==> src/hdl/ums_pkg.sv <==
// Package for the unordered multiset store: sizes, command codes and the state type.
// Used by the top level of the store; depends on nothing.
`timescale 1ns / 1ps
package ums_pkg;
  localparam int CAPACITY    = 16;
  localparam int ITEM_WIDTH  = 32;
  localparam int SLOT_WIDTH  = $clog2(CAPACITY);
  localparam int COUNT_WIDTH = $clog2(CAPACITY + 1);
  localparam int CMD_WIDTH   = 3;

  typedef enum logic [2:0] {
    CMD_APPEND   = 3'd0,
    CMD_REMOVE   = 3'd1,
    CMD_CONTAINS = 3'd2,
    CMD_TAKE     = 3'd3,
    CMD_CLEAR    = 3'd4
  } cmd_t;

  typedef enum logic [1:0] {
    ST_IDLE,
    ST_MOD,
    ST_SCAN,
    ST_DONE
  } state_t;
endpackage

==> src/hdl/ums_cell.sv <==
// One cell of the storage chain: holds one item word and shifts it to its neighbour.
// Depends on nothing but its ports.
`timescale 1ns / 1ps
module ums_cell #(
  parameter int ITEM_WIDTH = 32
) (
  input  logic                  clk,
  input  logic                  load,
  input  logic [ITEM_WIDTH-1:0] din,
  output logic [ITEM_WIDTH-1:0] dout
);
  logic [ITEM_WIDTH-1:0] word;

  always_ff @(posedge clk) begin
    if (load) begin
      word <= din;
    end
  end

  assign dout = word;
endmodule

==> src/hdl/unordered_multiset_store_top.sv <==
// Top level of the unordered multiset store: control sequencer and the cell ring.
// Depends on ums_pkg and ums_cell.
// The store holds up to ums_pkg::CAPACITY item words in a ring of cells. At rest cell i
// holds entry i; a scan rotates the ring by one place per cycle, so after a full scan
// every entry is back in its own cell. The head cell is the one compared or read.
// A request enters on s_tvalid/s_tready; each request gives exactly one result on
// m_tvalid/m_tready. Append, clear, take on an empty store and unused codes offer their
// result in the cycle after the request is accepted. Remove and contains scan the whole
// ring in ST_SCAN and offer their result in ST_DONE. Take first reduces its cursor by
// repeated subtraction of the fill in ST_MOD, then scans like remove. One request is
// worked on at a time; s_tready is low until its result is taken and rises in the
// following cycle. A stalled receiver holds the result and the block waits.
// Reset empties the store and clears the take cursor; the cells are not cleared.
`timescale 1ns / 1ps
module unordered_multiset_store_top (
  input  logic        clk,
  input  logic        rst,
  input  logic        s_tvalid,
  output logic        s_tready,
  input  logic [39:0] s_tdata,  // cmd [2:0], item [34:3], zero fill
  output logic        m_tvalid,
  input  logic        m_tready,
  output logic [47:0] m_tdata   // ok, item_out [32:1], slot [36:33], count [41:37], zeros
);
  localparam int CAP = ums_pkg::CAPACITY;
  localparam int IW  = ums_pkg::ITEM_WIDTH;
  localparam int AW  = ums_pkg::SLOT_WIDTH;
  localparam int CW  = ums_pkg::COUNT_WIDTH;

  ums_pkg::state_t state, state_next;
  logic [ums_pkg::CMD_WIDTH-1:0] cmd;
  logic [IW-1:0] key;
  logic [IW-1:0] last_word;
  logic [IW-1:0] sec_word;
  logic [CW-1:0] fill, cursor;
  logic [AW-1:0] pos;
  logic [AW-1:0] hit_idx;
  logic found;
  logic ok_r;
  logic [IW-1:0] out_item;
  logic [AW-1:0] out_slot;

  logic [IW-1:0] cdout [CAP];
  logic [IW-1:0] cdin  [CAP];
  logic cload [CAP];
  logic rotate;
  logic app_wr;
  logic in_fill;
  logic hit;
  logic swap;
  logic gone;
  logic [AW-1:0] idx_now;
  logic [IW-1:0] head;
  logic [IW-1:0] s_item;

  assign s_item = s_tdata[IW+2:3];
  assign head   = cdout[0];

  assign app_wr  = (state == ums_pkg::ST_IDLE) && s_tvalid
                   && (s_tdata[2:0] == ums_pkg::CMD_APPEND) && (fill < CW'(CAP));
  assign in_fill = CW'(pos) < fill;
  assign hit     = in_fill && !found && ((cmd == ums_pkg::CMD_TAKE) ? (CW'(pos) == cursor)
                                                                  : (head == key));
  // The matching entry is replaced by the last entry as it moves to the tail.
  assign swap    = hit && (cmd != ums_pkg::CMD_CONTAINS);
  assign gone    = (found || hit) && (cmd != ums_pkg::CMD_CONTAINS);
  assign idx_now = hit ? pos : hit_idx;

  genvar g;
  generate
    for (g = 0; g < CAP; g++) begin : g_cell
      logic wr_here;
      assign wr_here  = app_wr && (fill == CW'(g));
      assign cload[g] = rotate | wr_here;
      if (g == CAP - 1) begin : g_tail
        assign cdin[g] = wr_here ? s_item : (swap ? last_word : cdout[0]);
      end else begin : g_body
        assign cdin[g] = wr_here ? s_item : cdout[g + 1];
      end
      ums_cell #(.ITEM_WIDTH(IW)) u_cell (
        .clk  (clk),
        .load (cload[g]),
        .din  (cdin[g]),
        .dout (cdout[g])
      );
    end
  endgenerate

  always_comb begin
    state_next = state;
    rotate = 1'b0;
    unique case (state)
      ums_pkg::ST_IDLE: begin
        if (s_tvalid) begin
          unique case (s_tdata[2:0])
            ums_pkg::CMD_REMOVE, ums_pkg::CMD_CONTAINS: state_next = ums_pkg::ST_SCAN;
            ums_pkg::CMD_TAKE: state_next = (fill != '0) ? ums_pkg::ST_MOD
                                                           : ums_pkg::ST_DONE;
            default: state_next = ums_pkg::ST_DONE;
          endcase
        end
      end
      ums_pkg::ST_MOD: begin
        if (cursor < fill) begin
          state_next = ums_pkg::ST_SCAN;
        end
      end
      ums_pkg::ST_SCAN: begin
        rotate = 1'b1;
        if (pos == AW'(CAP - 1)) begin
          state_next = ums_pkg::ST_DONE;
        end
      end
      ums_pkg::ST_DONE: begin
        if (m_tready) begin
          state_next = ums_pkg::ST_IDLE;
        end
      end
    endcase
  end

  always_ff @(posedge clk) begin
    if (rst) begin
      state <= ums_pkg::ST_IDLE;
      fill <= '0;
      cursor <= '0;
    end else begin
      state <= state_next;
      unique case (state)
        ums_pkg::ST_IDLE: begin
          if (s_tvalid) begin
            cmd <= s_tdata[2:0];
            key <= s_item;
            pos <= '0;
            hit_idx <= '0;
            found <= 1'b0;
            ok_r <= 1'b0;
            out_item <= '0;
            out_slot <= '0;
            unique case (s_tdata[2:0])
              ums_pkg::CMD_APPEND: begin
                if (fill < CW'(CAP)) begin
                  ok_r <= 1'b1;
                  out_slot <= fill[AW-1:0];
                  fill <= fill + 1'b1;
                  last_word <= s_item;
                end
              end
              ums_pkg::CMD_CLEAR: begin
                fill <= '0;
                cursor <= '0;
                ok_r <= 1'b1;
              end
              default: ;
            endcase
          end
        end
        ums_pkg::ST_MOD: begin
          if (cursor >= fill) begin
            cursor <= cursor - fill;
          end
        end
        ums_pkg::ST_SCAN: begin
          pos <= pos + 1'b1;
          if (hit) begin
            found <= 1'b1;
            ok_r <= 1'b1;
            if (cmd != ums_pkg::CMD_CONTAINS) begin
              hit_idx <= pos;
              out_slot <= pos;
            end
            if (cmd == ums_pkg::CMD_TAKE) begin
              out_item <= head;
              cursor <= cursor + 1'b1;
            end
          end
          if ((CW'(pos) + CW'(2)) == fill) begin
            sec_word <= head;
          end
          if (pos == AW'(CAP - 1) && gone) begin
            fill <= fill - 1'b1;
            if ((CW'(idx_now) + CW'(2)) != fill) begin
              last_word <= sec_word;
            end
          end
        end
        ums_pkg::ST_DONE: ;
      endcase
    end
  end

  assign s_tready = (state == ums_pkg::ST_IDLE);
  assign m_tvalid = (state == ums_pkg::ST_DONE);
  assign m_tdata = {6'd0, fill, out_slot, out_item, ok_r};
endmodule
==> config.mk <==
export PLATFORM = sky130hd
export DESIGN_NAME = unordered_multiset_store_top
export DESIGN_NICKNAME = d
export VERILOG_FILES = /design/src/hdl/ums_pkg.sv /design/src/hdl/ums_cell.sv /design/src/hdl/unordered_multiset_store_top.sv
export SDC_FILE = /design/constraint.sdc
export NUM_CORES = 1
export LEC_CHECK = 0
export ABC_AREA = 1
export CAP_MARGIN = 20
export CORE_MARGIN = 5
export CORE_UTILIZATION = 50
export CTS_CLUSTER_SIZE = 10
export DETAILED_ROUTE_END_ITERATION = 8
export DONT_BUFFER_PORTS = 1
export SYNTH_ARGS = -nofsm -noshare
export SYNTH_HDL_FRONTEND = slang
export SYNTH_SLANG_ARGS = --single-unit
==> constraint.sdc <==
create_clock -name clk -period 6.25 [get_ports clk]
set_clock_uncertainty 0.05 [all_clocks]
set_input_delay 0.9375 -clock clk [delete_from_list [all_inputs] [get_ports clk]]
set_output_delay 0.9375 -clock clk [all_outputs]
set_load 0.1 [all_outputs]
; ---- Yosys cells after proc, flatten, opt, wreduce, memory -nomap -nowiden
; Cells that the tools add are included.
; W data, S select, Z words.
[classes]
mux = 64
n_eq_ne = 44
order_cmp = 4
n_addsub = 7
n_reduce_logical = 43
bitwise_logic = 17
[ops]
columns = op, count
row1 = $mux W32, 25
row2 = $pmux W32 S2, 2
row3 = $eq A5 B4 Y1 const B, 8
row4 = $mux W5, 8
row5 = $eq A32 B32 Y1, 1
row6 = $mux W4, 7
row7 = $logic_and A1 B1 Y1, 24
row8 = $pmux W4 S2, 3
row9 = $eq A5 B3 Y1 const B, 4
row10 = $pmux W5 S2, 2
row11 = $ne A2 B2 Y1 const B, 9
row12 = $or A1 B1 Y1, 16
row13 = $pmux W5 S3, 1
row14 = $reduce_and A5 Y1, 3
row15 = $add A4 B2 Y5 const B, 2
row16 = $add A5 B1 Y5 const B, 2
row17 = $eq A5 B2 Y1 const B, 2
row18 = $mux W2, 5
row19 = $eq A3 B2 Y1 const B, 3
row20 = $reduce_and A3 Y1, 3
row21 = $ne A2 B1 Y1 const B, 4
row22 = $pmux W2 S4, 1
row23 = $reduce_and A4 Y1, 2
row24 = $reduce_and A7 Y1, 1
row25 = 32 further kinds, 41
[word_totals]
ff_bits = 669
wordCells = 208
input_bits = 44

; ---- Depth between registers and ports, before layout
; Gate-level depths: netlist of run 1.
[logic_depth]
depth_word = 9
mapped_depth = 19
mapped_depth_nobuf = 19

; ---- By module
; Synthesis of run 1 repeated with hierarchy kept, for this count alone.
[unflattened]
cells_unflattened = 2494
hier_area_um2 = 28402.2
[by_module_without_submodules]
columns = mod, cells_per_inst, n_inst, area_per_inst_um2
row1 = ums_cell, 32, 16, 960.9
row2 = unordered_multiset_store_top, 1982, 1, 13027.5

; ---- Worst setup path after synthesis of run 1
; OpenSTA, ideal clock, no wires.
[synth_path]
path_kind = register -> register
startpoint = reg fill[1]
endpoint = reg last_word[0] (enable)
synth_period_minus_slack_ns = 5.106
stages_incl_launch_ff = 15
slack_ns = 1.144
required_time_ns = 5.768
t_arrival_ns = 4.624
setup_time_ns = 0.432
n_path_buf = 0
path_cell_list = dfxtp_1 inv_1 ha_1 nand4_1 o221ai_2 nor2_8 nand2_8 nand2_1 nand2_1 ha_1 xor2_1 nor2_1 nand3_1 nor2_1 a21oi_1
[synth_via]
elab_chain_cells = 8
word_cells_on_any_way = 14
[synth_rtl]
columns = element, line_no
row1 = "start, declared", unordered_multiset_store_top.sv:35  ; logic [CW-1:0] fill, cursor;
row2 = "start signal, assigned", unordered_multiset_store_top.sv:145  ; fill <= fill + 1'b1;
row3 = "start signal, assigned", unordered_multiset_store_top.sv:181  ; fill <= fill - 1'b1;
row4 = $lt A4 B5 Y1, unordered_multiset_store_top.sv:61  ; assign in_fill = CW'(pos) < fill;
row5 = $logic_and A1 B1 Y1 (2 in series), unordered_multiset_store_top.sv:62  ; assign hit = in_fill && !found && ((cmd == ums_pkg::CMD_TAKE) ? (CW'(pos) == cursor)
row6 = $mux W4 or $logic_or A1 B1 Y1 (tied branches), "unordered_multiset_store_top.sv:67, unordered_multiset_store_top.sv:66"
row7 = $add A4 B2 Y5 or $logic_and A1 B1 Y1 (tied branches), "unordered_multiset_store_top.sv:182, unordered_multiset_store_top.sv:66"
row8 = $ne A5 B5 Y1 or $logic_and A1 B1 Y1 (tied branches), "unordered_multiset_store_top.sv:182, unordered_multiset_store_top.sv:180"
row9 = $ne A2 B2 Y1 (no source line), --
row10 = $reduce_and A7 Y1 (no source line) *, --
row11 = "end signal, assigned", unordered_multiset_store_top.sv:146  ; last_word <= s_item;
row12 = "end signal, assigned", unordered_multiset_store_top.sv:183  ; last_word <= sec_word;
row13 = "end, declared", unordered_multiset_store_top.sv:33  ; logic [IW-1:0] last_word;
; Every way passes the cells marked *; elsewhere a longest branch is shown, timed or not.
; A chain may end at the register's enable or synchronous reset.

; ---- Final worst setup path of run 1
[layout_path]
startpoint = reg state[0]
endpoint = reg g_cell[14].u_cell.word[15] (enable)
[layout_via]
elab_chain_cells = 6
word_cells_on_any_way = 8
[layout_rtl]
columns = element, line_no
row1 = "start, declared", unordered_multiset_store_top.sv:30  ; ums_pkg::state_t state, state_next;
row2 = "start signal, assigned", unordered_multiset_store_top.sv:124  ; state <= ums_pkg::ST_IDLE;
row3 = "start signal, assigned", unordered_multiset_store_top.sv:128  ; state <= state_next;
row4 = $logic_not A2 Y1, --
row5 = net s_tready, unordered_multiset_store_top.sv:19  ; output logic s_tready,
row6 = $logic_and A1 B1 Y1, unordered_multiset_store_top.sv:59  ; assign app_wr = (state == ums_pkg::ST_IDLE) && s_tvalid
row7 = $logic_and A1 B1 Y1 (2 in series), unordered_multiset_store_top.sv:60  ; && (s_tdata[2:0] == ums_pkg::CMD_APPEND) && (fill < CW'(CAP));
row8 = $logic_and A1 B1 Y1, unordered_multiset_store_top.sv:73  ; assign wr_here = app_wr && (fill == CW'(g));
row9 = $or A1 B1 Y1, unordered_multiset_store_top.sv:74  ; assign cload[g] = rotate | wr_here;
row10 = net g_cell[14].u_cell.load, ums_cell.sv:8  ; input logic load,
row11 = "end signal, assigned", ums_cell.sv:16  ; word <= din;
row12 = "end, declared", ums_cell.sv:12  ; logic [ITEM_WIDTH-1:0] word;
; The timed path passes the listed nets, and every way through them passes these cells.

==> results_dict.tcl, run 1 <==
set metrics [dict create \
    status "finished, final reports clean" \
    grt_pass1_wl_mm 101 \
    ant_nets 0 \
    path_class "reg2reg" \
    drt-total-wl_mm 64.7 \
    viasPerCell 5.48 \
    finalMaxSlewViolations 0 \
    io_pins 94 \
    port_buffers 0 \
    relSlewSlack_pct 25.6 \
    grt_pass1_vias 16500 \
    diodes 0 \
    mostFrequentLayoutCells "695 x nand2_1, 657 x edfxtp_1, 361 x o21ai_1, 175 x o21ai_0, 118 x inv_1" \
    drc 0 \
    clockRootBuffer "clkbuf_16" \
    fin_cells 3226 \
    synth_seq_cells 669 \
    ys_types 43 \
    clkLatencyLatePin_ns 0.61 \
    antenna_found_initial 1 \
    row_count 87 \
    arrival_ns 4.43 \
    maxCapViolCount 0 \
    fin_crit_sh_pct 68.2 \
    cts_buffers 77 \
    core-area_mm2 0.0564 \
    place_inst 3127 \
    h-tree-depth 3 \
    final_nets 2524 \
    wl_per_cell_um 20.1 \
    setup.worst_path.start_class "flop" \
    setup-tns-final_ns 0 \
    ys_warn_count 0 \
    routed-via-count 17700 \
    holdWs_ns 0.360 \
    min_period_ns 4.26 \
    grt_max_degree 98 \
    multi_input_area_mm2 0.00730 \
    hold_violations 0 \
    cts_sinks 669 \
    place.gp.congestion 0.828 \
    firstDrtPassIters 5 \
    cts_max_path_buffers 3 \
    grt_usage_pct 20.5 \
    hold_path_class "in2reg" \
    rsz0062_at_grt "no" \
    syn_avg_cell_area_um2 11.4 \
    synth_cells 2507 \
    area_growth_pct 9.71 \
    overflow 0 \
    clock.fmax_ghz 0.235 \
    ctsResizeCount 0 \
    layout_commonest_cell "nand2_1" \
    power.density_mw_per_mm2 470 \
    fin_util_pct 55.4 \
    power_leakage_nw 12.1 \
    tightest_slew_ns 1.12 \
    num-fill-cells 4721 \
    dieWidth_um 249 \
    hpwl_mm 39.7 \
    cts_tree "done" \
    setup_violations 0 \
    synth_area_mm2 0.0285 \
    crit_required_ns 6.41 \
    seqCellArea_mm2 0.0200 \
    drtIter0Drc 2054 \
    cts_hold_buf 0 \
    initial_core_util_pct 50.5 \
    cp-end-kind "flop" \
    irDropWorstVdd_mv 0.212 \
    critPathMaxFanout 65 \
    drive_above_1_share_pct 7.13 \
    ys_seq_area_share_pct 70.2 \
    die_area_mm2 0.0618 \
    clk_pin_slew_worst_paths_ns 0.05 \
    die_h_um 249 \
    post_cts_buffers 0 \
]
==> power by group <==
group | total (W) | switching (W) | internal [W]
clock | 0.00399 | 0.00167 | 0.00232
sequential | 0.00766 | 0.000833 | 0.00683
combinational | 0.00303 | 0.00215 | 0.000875
==> worst max-delay path: stages (launching register included) <==
cell     delay (ns)
dfxtp_1        0.34
inv_1          0.15
ha_1           0.93
nand2_1        0.43
nor2_4         0.27
inv_2          0.09
nor2_2         0.23
nand2_2        0.06
buf_4          0.36
nand2_2        0.93
==> per-stage QoR <==
stage / setup slack [ns] / area [µm²] / total power [W]
global placement: 1.90 / 29000 / 0.0107
global route: 1.75 / 31200 / 0.0154
CTS: 1.87 / 31100 / 0.0148
finish: 1.99 / 31200 / 0.0147
detailed placement: 1.83 / 29000 / 0.0107
floorplan: 1.14 / 28500 / 0.00972
==> registers in the layout (all words and copies together), names as in the netlist, 2 cells and up <==
register	flops
g_cell.u_cell.dout	512
key	32
last_word	32
out_item	32
sec_word	32
cursor	5
fill	5
hit_idx	4
out_slot	4
pos	4
cmd	3
state	2
==> cell families (layout without fill, tap and decap cells) <==
| family | count (synthesis) | after routing | synth area share [%] |
|---|---|---|---|
| other | 1 | 6 | 0.0132 |
| AO/OA/AOI/OAI | 607 | 607 | 11.0 |
| adder cells (fa/ha/maj) | 25 | 25 | 1.13 |
| XOR/XNOR | 37 | 37 | 1.14 |
| buffers and inverters | 308 | 266 | 4.61 |
| flip-flops | 669 | 669 | 70.2 |
| AND/OR/NAND/NOR | 860 | 860 | 11.9 |
==> layout make-up <==
class / instances / area share [%]
Clock buffer: 90 / 6.66
Tap cell: 756 / 3.03
Multi-Input combinational cell: 1535 / 23.4
Sequential cell: 669 / 63.9
Timing Repair Buffer: 43 / 1.30
Inverter: 129 / 1.56
Clock inverter: 4 / 0.132
==> path summary, 6_finish.rpt <==
check / from / to / slack, ns / cells after the start
min: rst / state[0]$_SDFFE_PP0P_ / 0.36 / 1
min reg2reg: g_cell[4].u_cell.dout[16]$_DFFE_PP_ / g_cell[3].u_cell.dout[16]$_DFFE_PP_ / 0.46 / 2
max: state[0]$_SDFFE_PP0P_ / g_cell[14].u_cell.dout[15]$_DFFE_PP_ / 1.99 / 9
max reg2reg: state[0]$_SDFFE_PP0P_ / g_cell[14].u_cell.dout[15]$_DFFE_PP_ / 1.99 / 9
==> cell usage after synthesis, drive strengths merged <==
cell | instances | area [µm²]
o21a | 1 | 7.51
o31ai | 4 | 30.0
edfxtp | 657 | 19700
buf | 87 | 478
o21ai | 538 | 2700
fa | 1 | 20.0
nand2 | 713 | 2710
a211oi | 1 | 7.51
conb | 1 | 3.75
xnor2 | 29 | 254
o221a | 1 | 11.3
nor3 | 3 | 15.0
o21bai | 1 | 7.51
xor2 | 8 | 70.1
clkinv | 2 | 8.75
inv | 127 | 479
o221ai | 1 | 15.0
nand3b | 2 | 15.0
a31oi | 27 | 169
o211ai | 8 | 60.1
nor2 | 83 | 360
ha | 24 | 300
dfxtp | 12 | 240
o22ai | 2 | 12.5
a22oi | 1 | 7.51
clkbuf | 92 | 345
a21oi | 22 | 110
nand4 | 5 | 31.3
nand3 | 54 | 270
==> per-layer routing <==
layer	track usage (%)	part of all wire, %	vias up
met1	33.3	49	8387
li1	-	-	8592
met4	5.49	1.8	2
met3	3.95	7.9	78
met2	28.3	41	628
met5	0	0.020	-
Note: power is estimated with default switching activity, not from simulation.
==> run 2, diff against run 1 <==
==> constraint.sdc (replaced) <==
create_clock -name clk -period 4.35 [get_ports clk]
set_clock_uncertainty 0.05 [all_clocks]
set_input_delay 0.6525 -clock clk [delete_from_list [all_inputs] [get_ports clk]]
set_output_delay 0.6525 -clock clk [all_outputs]
set_load 0.1 [all_outputs]
==> run 2 against run 1 <==
Compared with the run above: wire length rose by 3.0%; sequential share of layout area up 0.14 points; fmax rose by 16%; global-route usage up 0.86 points; combinational power rose by 46%; worst hold slack lost 0.30 ns; register-to-register slack lost 1.3 ns; die area unchanged; flip-flop and latch count unchanged; total power up 44%; first-iteration DRC count decreased by 7.5%; critical endpoint is now out_slot[2]$_DFFE_PP_; largest cell class unchanged; highest routed layer is now met4.
==> results_dict.tcl, run 2 (synthesis results as in run 1) <==
set metrics [dict create \
    status "finished, final reports clean" \
    cts_sinks 669 \
    dieWidth_um 249 \
    path_cells "xnor2_1, nand2_1, nor2_1, nand2_1, nor2_1, nand2_1, nand2_2, nand2_8, inv_4, nand2_4, a21oi_1" \
    overflow 0 \
    row_count 87 \
    initial_core_util_pct 50.5 \
    firstDrtPassIters 6 \
    path_class "reg2reg" \
    fin_crit_sh_pct 84.1 \
    grt_pass1_vias 17000 \
    diodes 0 \
    clk_pin_slew_worst_paths_ns 0.06 \
    die_h_um 249 \
    tightest_slew_ns 0.995 \
    die_area_mm2 0.0618 \
    hold_violations 0 \
    cpPeakStageDelay_ns 0.72 \
    largest_reg_flops 512 \
    setup_violations 0 \
    area_growth_pct 9.46 \
    min_period_ns 3.66 \
    drive_above_1_share_pct 7.23 \
    setup.worst_path.start_class "flop" \
    routed-via-count 18000 \
    critPathMaxFanout 39 \
    drtIter0Drc 1900 \
    cp_top_family "simple AND/OR/NAND/NOR gates" \
    cp_common_cell "nand2_1" \
    cp-end-kind "flop" \
    relSlewSlack_pct 33.7 \
    grt_pass1_wl_mm 105 \
    met2_usage_pct 29.6 \
    irDropWorstVdd_mv 0.354 \
    grt_max_degree 91 \
    finalMaxSlewViolations 0 \
    final_nets 2528 \
    cts_hold_buf 0 \
    drc 0 \
    port_buffers 0 \
    cts_tree "done" \
    cts_max_path_buffers 3 \
    hold_path_class "in2reg" \
    ant_nets 0 \
    cp_slowest_cell "a21oi_1" \
    h-tree-depth 3 \
    place_inst 3135 \
    wl_per_cell_um 20.6 \
    hpwl_mm 40.1 \
    core-area_mm2 0.0564 \
    setup-tns-final_ns 0 \
    fin_cells 3231 \
    power.density_mw_per_mm2 678 \
    grtUsageMet3_pct 4.78 \
    grt_most_used_layer "met1" \
    viasPerCell 5.58 \
    crit_required_ns 4.53 \
    rsz0062_at_grt "no" \
    globalRouteMet1Util_pct 34.3 \
    critPathBufInv 1 \
    mostFrequentLayoutCells "696 x nand2_1, 657 x edfxtp_1, 361 x o21ai_1, 175 x o21ai_0, 118 x inv_1" \
    ctsResizeCount 0 \
    power_leakage_nw 12.0 \
    cts_buffers 78 \
    arrival_ns 3.84 \
    io_pins 94 \
    clkLatencyLatePin_ns 0.61 \
    grt_usage_pct 21.4 \
    maxCapViolCount 0 \
    drt-total-wl_mm 66.6 \
    clockRootBuffer "clkbuf_16" \
    place.gp.congestion 0.833 \
    antenna_found_initial 0 \
    post_cts_buffers 0 \
    layout_commonest_cell "nand2_1" \
    clock.fmax_ghz 0.273 \
]
run 2: changes by cell type in the layout (fill, tap and decap cells not counted):
cell,change
buf_4,+9
buf_12,-5
clkbuf_8,-2
clkinv_2,+2
buf_16,-1
clkbuf_1,+1
clkinvlp_4,+1
nand2_1,+1
nand2_2,-1
run 2: layer usage:
metal / vias to the layer above / part of all wire, % / wire, µm
met5: - / 0 / 0
met4: 0 / 1.8 / 1210
met3: 91 / 8.4 / 5610
met2: 681 / 41 / 27600
met1: 8649 / 48 / 32200
li1: 8600 / - / -
run 2: path summary, 6_finish.rpt:
check                                            from                     end  slack, ns  cells after the start
setup reg to reg  g_cell[0].u_cell.dout[28]$_DFFE_PP_   out_slot[2]$_DFFE_PP_       0.69                     11
setup / recovery  g_cell[0].u_cell.dout[28]$_DFFE_PP_   out_slot[2]$_DFFE_PP_       0.69                     11
hold reg to reg   g_cell[0].u_cell.dout[26]$_DFFE_PP_  sec_word[26]$_DFFE_PP_       0.45                      0
hold / removal                                    rst  cursor[3]$_SDFFE_PP0P_       0.06                      1
run 2: cell type report:
type	instances	area, µm²
Fill cell	4774	25200
Sequential cell	669	20000
Multi-Input combinational cell	1535	7300
Clock buffer	89	2060
Tap cell	756	946
Inverter	129	488
Timing Repair Buffer	46	345
Clock inverter	7	58.8
run 2: power by group:
part	leakage, nW	switching (W)	internal (W)	total [W]
clock	1.04	0.00243	0.00331	0.00573
sequential	6.22	0.00116	0.00981	0.0110
combinational	4.77	0.00317	0.00125	0.00442
total	12.0	0.00676	0.0144	0.0211
run 2: metrics by stage:
stage	utilization (%)	worst slack, ns	area [µm²]	hold WS [ns]	total power [W]
2_1_floorplan	-	0.0105	28500	0.424	0.0140
3_3_place_gp	51.5	0.682	29000	0.435	0.0154
3_5_place_dp	51.5	0.651	29000	0.442	0.0155
4_1_cts	55.3	0.643	31200	0.0245	0.0213
5_1_grt	55.3	0.446	31200	0.0463	0.0222
6_report	55.3	0.690	31200	0.0633	0.0211
==> run 3, diff against run 2 <==
--- a/config.mk
+++ b/config.mk
@@ -12,6 +12,7 @@
 export CTS_CLUSTER_SIZE = 10
 export DETAILED_ROUTE_END_ITERATION = 8
 export DONT_BUFFER_PORTS = 1
+export PLACE_DENSITY = 0.68
 export SYNTH_ARGS = -nofsm -noshare
 export SYNTH_HDL_FRONTEND = slang
 export SYNTH_SLANG_ARGS = --single-unit
==> constraint.sdc (replaced) <==
create_clock -name clk -period 2.96 [get_ports clk]
set_clock_uncertainty 0.05 [all_clocks]
set_input_delay 0.444 -clock clk [delete_from_list [all_inputs] [get_ports clk]]
set_output_delay 0.444 -clock clk [all_outputs]
set_load 0.1 [all_outputs]
==> run 3 against run 2 <==
Compared with the run above: sequential power up 45%; via count up 4.6%; wire length increased by 0.64%; die area stayed put; largest cell class unchanged; largest power group unchanged.
==> results_dict.tcl, run 3 (synthesis results as in run 1) <==
set metrics [dict create \
    status "finished, final reports clean" \
    p_int_w 0.0217 \
    arrival_ns 3.20 \
    ant_nets 0 \
    routed-via-count 18800 \
    power_leakage_nw 12.6 \
    crit_path_start "pos[2]$_SDFFCE_PN0P_" \
    crit_required_ns 3.21 \
    layout_commonest_cell "nand2_1" \
    cts_tree "done" \
    hpwl_mm 41.0 \
    io_pins 94 \
    clockPowerShare_pct 26.1 \
    place.gp.congestion 0.868 \
    viasPerCell 5.66 \
    hold_violations 0 \
    p_seq_share_pct 50.3 \
    endpoint "last_word[12]$_DFFE_PP_" \
    h-tree-depth 3 \
    grt_usage_pct 21.4 \
    cp-end-kind "flop" \
    setup.worst_path.start_class "flop" \
    setup_violations 0 \
    fin_crit_sh_pct 99.7 \
    seqCellArea_mm2 0.0200 \
    power_frac_comb_pct 23.6 \
    clock.fmax_ghz 0.339 \
    diodes 0 \
    multi_input_area_mm2 0.00749 \
    clockRootBuffer "clkbuf_16" \
    cts_max_path_buffers 3 \
    fin_util_pct 57.6 \
    cts_buffers 77 \
    cts_sinks 669 \
    r2r_setup_slack_ns 0.01 \
    swShare_pct 31.7 \
    clk_pin_slew_worst_paths_ns 0.06 \
    holdWs_ns 0.0570 \
    min-delay-start "s_tdata[5]" \
    hold_path_class "in2reg" \
    die_h_um 249 \
    finalMaxSlewViolations 0 \
    antenna_found_initial 0 \
    final_nets 2630 \
    drtIter0Drc 2140 \
    grt_pass1_wl_mm 106 \
    path_class "reg2reg" \
    drc 0 \
    drt-total-wl_mm 67.0 \
    power.density_mw_per_mm2 977 \
    worstReg2RegStart "pos[2]$_SDFFCE_PN0P_" \
    fin_total_pwr_w 0.0317 \
    r2r_cells 15 \
    drive_above_1_share_pct 11.3 \
    critPathMaxFanout 16 \
    largest_reg_flops 512 \
    firstDrtPassIters 7 \
    num-fill-cells 4505 \
    area_growth_pct 14.1 \
    grt_pass1_vias 17900 \
    row_count 87 \
    grt_max_degree 109 \
    port_buffers 0 \
    tightest_slew_ns 0.943 \
    clkLatencyLatePin_ns 0.61 \
    min_period_ns 2.95 \
    core-area_mm2 0.0564 \
    relSlewSlack_pct 37.2 \
    r2r-end "last_word[12]$_DFFE_PP_" \
    switchingPower_w 0.0101 \
    irDropWorstVdd_mv 0.532 \
    die_area_mm2 0.0618 \
    initial_core_util_pct 50.5 \
    maxCapViolCount 0 \
    setup-tns-final_ns 0 \
    overflow 0 \
    dieWidth_um 249 \
    mostFrequentLayoutCells "674 x nand2_1, 657 x edfxtp_1, 362 x o21ai_1, 174 x o21ai_0, 115 x inv_1" \
    rsz0062_at_grt "yes" \
    wl_per_cell_um 20.1 \
]
## run 3: cell type report
type                            instances  share of cell area, %
Sequential cell                       669                   61.5
Clock buffer                           86                   6.23
Multi-Input combinational cell       1535                   23.1
Clock inverter                          6                  0.200
Inverter                              129                   1.51
Tap cell                              756                   2.91
Timing Repair Buffer                  149                   4.55
## run 3: worst min-delay path by stage
stage	end	slack [ns]	cells past startpoint
final	g_cell[15].u_cell.dout[2]$_DFFE_PP_	0.06	2
after global routing	g_cell[15].u_cell.dout[2]$_DFFE_PP_	0.05	2
after CTS	g_cell[15].u_cell.dout[4]$_DFFE_PP_	0.03	2
after detailed placement	sec_word[29]$_DFFE_PP_	0.46	0
after global placement	sec_word[29]$_DFFE_PP_	0.44	0
after floorplan	sec_word[12]$_DFFE_PP_	0.42	0
## run 3: worst max-delay path: stages, from the launching register on
cell,delay [ns]
edfxtp_1,0.40
ha_1,0.33
a21oi_2,0.19
o221ai_4,0.15
nor2_8,0.19
nand3_1,0.17
nand2_4,0.12
ha_4,0.13
xor2_2,0.14
nand3b_1,0.12
nand2_1,0.05
nand2_1,0.07
nor2_2,0.05
a21oi_4,0.15
buf_12,0.15
buf_12,0.17
## run 3: timing repair
item,4_1_cts,5_1_grt
resized for setup,18,14
buffers inserted,7,5
pin swaps,13,13
gates cloned,1,0
hold buffers,36,0
endpoints found under the hold margin,40,0
endpoints found under the setup margin,32,32
## run 3: per-layer routing
metal	up-vias	GRT usage [%]	part of all wire (%)	wire (µm)
met1	9083	33.1	45	30300
met2	856	31.5	44	29500
li1	8789	-	-	-
met3	115	3.91	8.4	5620
met5	-	0	0	0
met4	0	6.15	2.4	1600
## run 3: power groups by stage
stage	Combinational, W	Sequential, W	Clock, W
after floorplan	0.00452	0.0161	0
after global placement	0.00700	0.0160	0
after detailed placement	0.00719	0.0161	0
after CTS	0.00745	0.0160	0.00839
after global routing	0.00829	0.0162	0.00880
final	0.00747	0.0160	0.00829
## run 3: metrics by stage
| stage | instances | worst slack [ns] | instance area, µm² |
|---|---|---|---|
| 2_1_floorplan | 2512 | -0.457 | 28600 |
| 3_3_place_gp | 3190 | -0.255 | 29800 |
| 3_5_place_dp | 3190 | -0.341 | 29800 |
| 4_1_cts | 3326 | -0.0228 | 32400 |
| 5_1_grt | 3330 | -0.159 | 32500 |
| 6_report | 3330 | 0.0103 | 32500 |
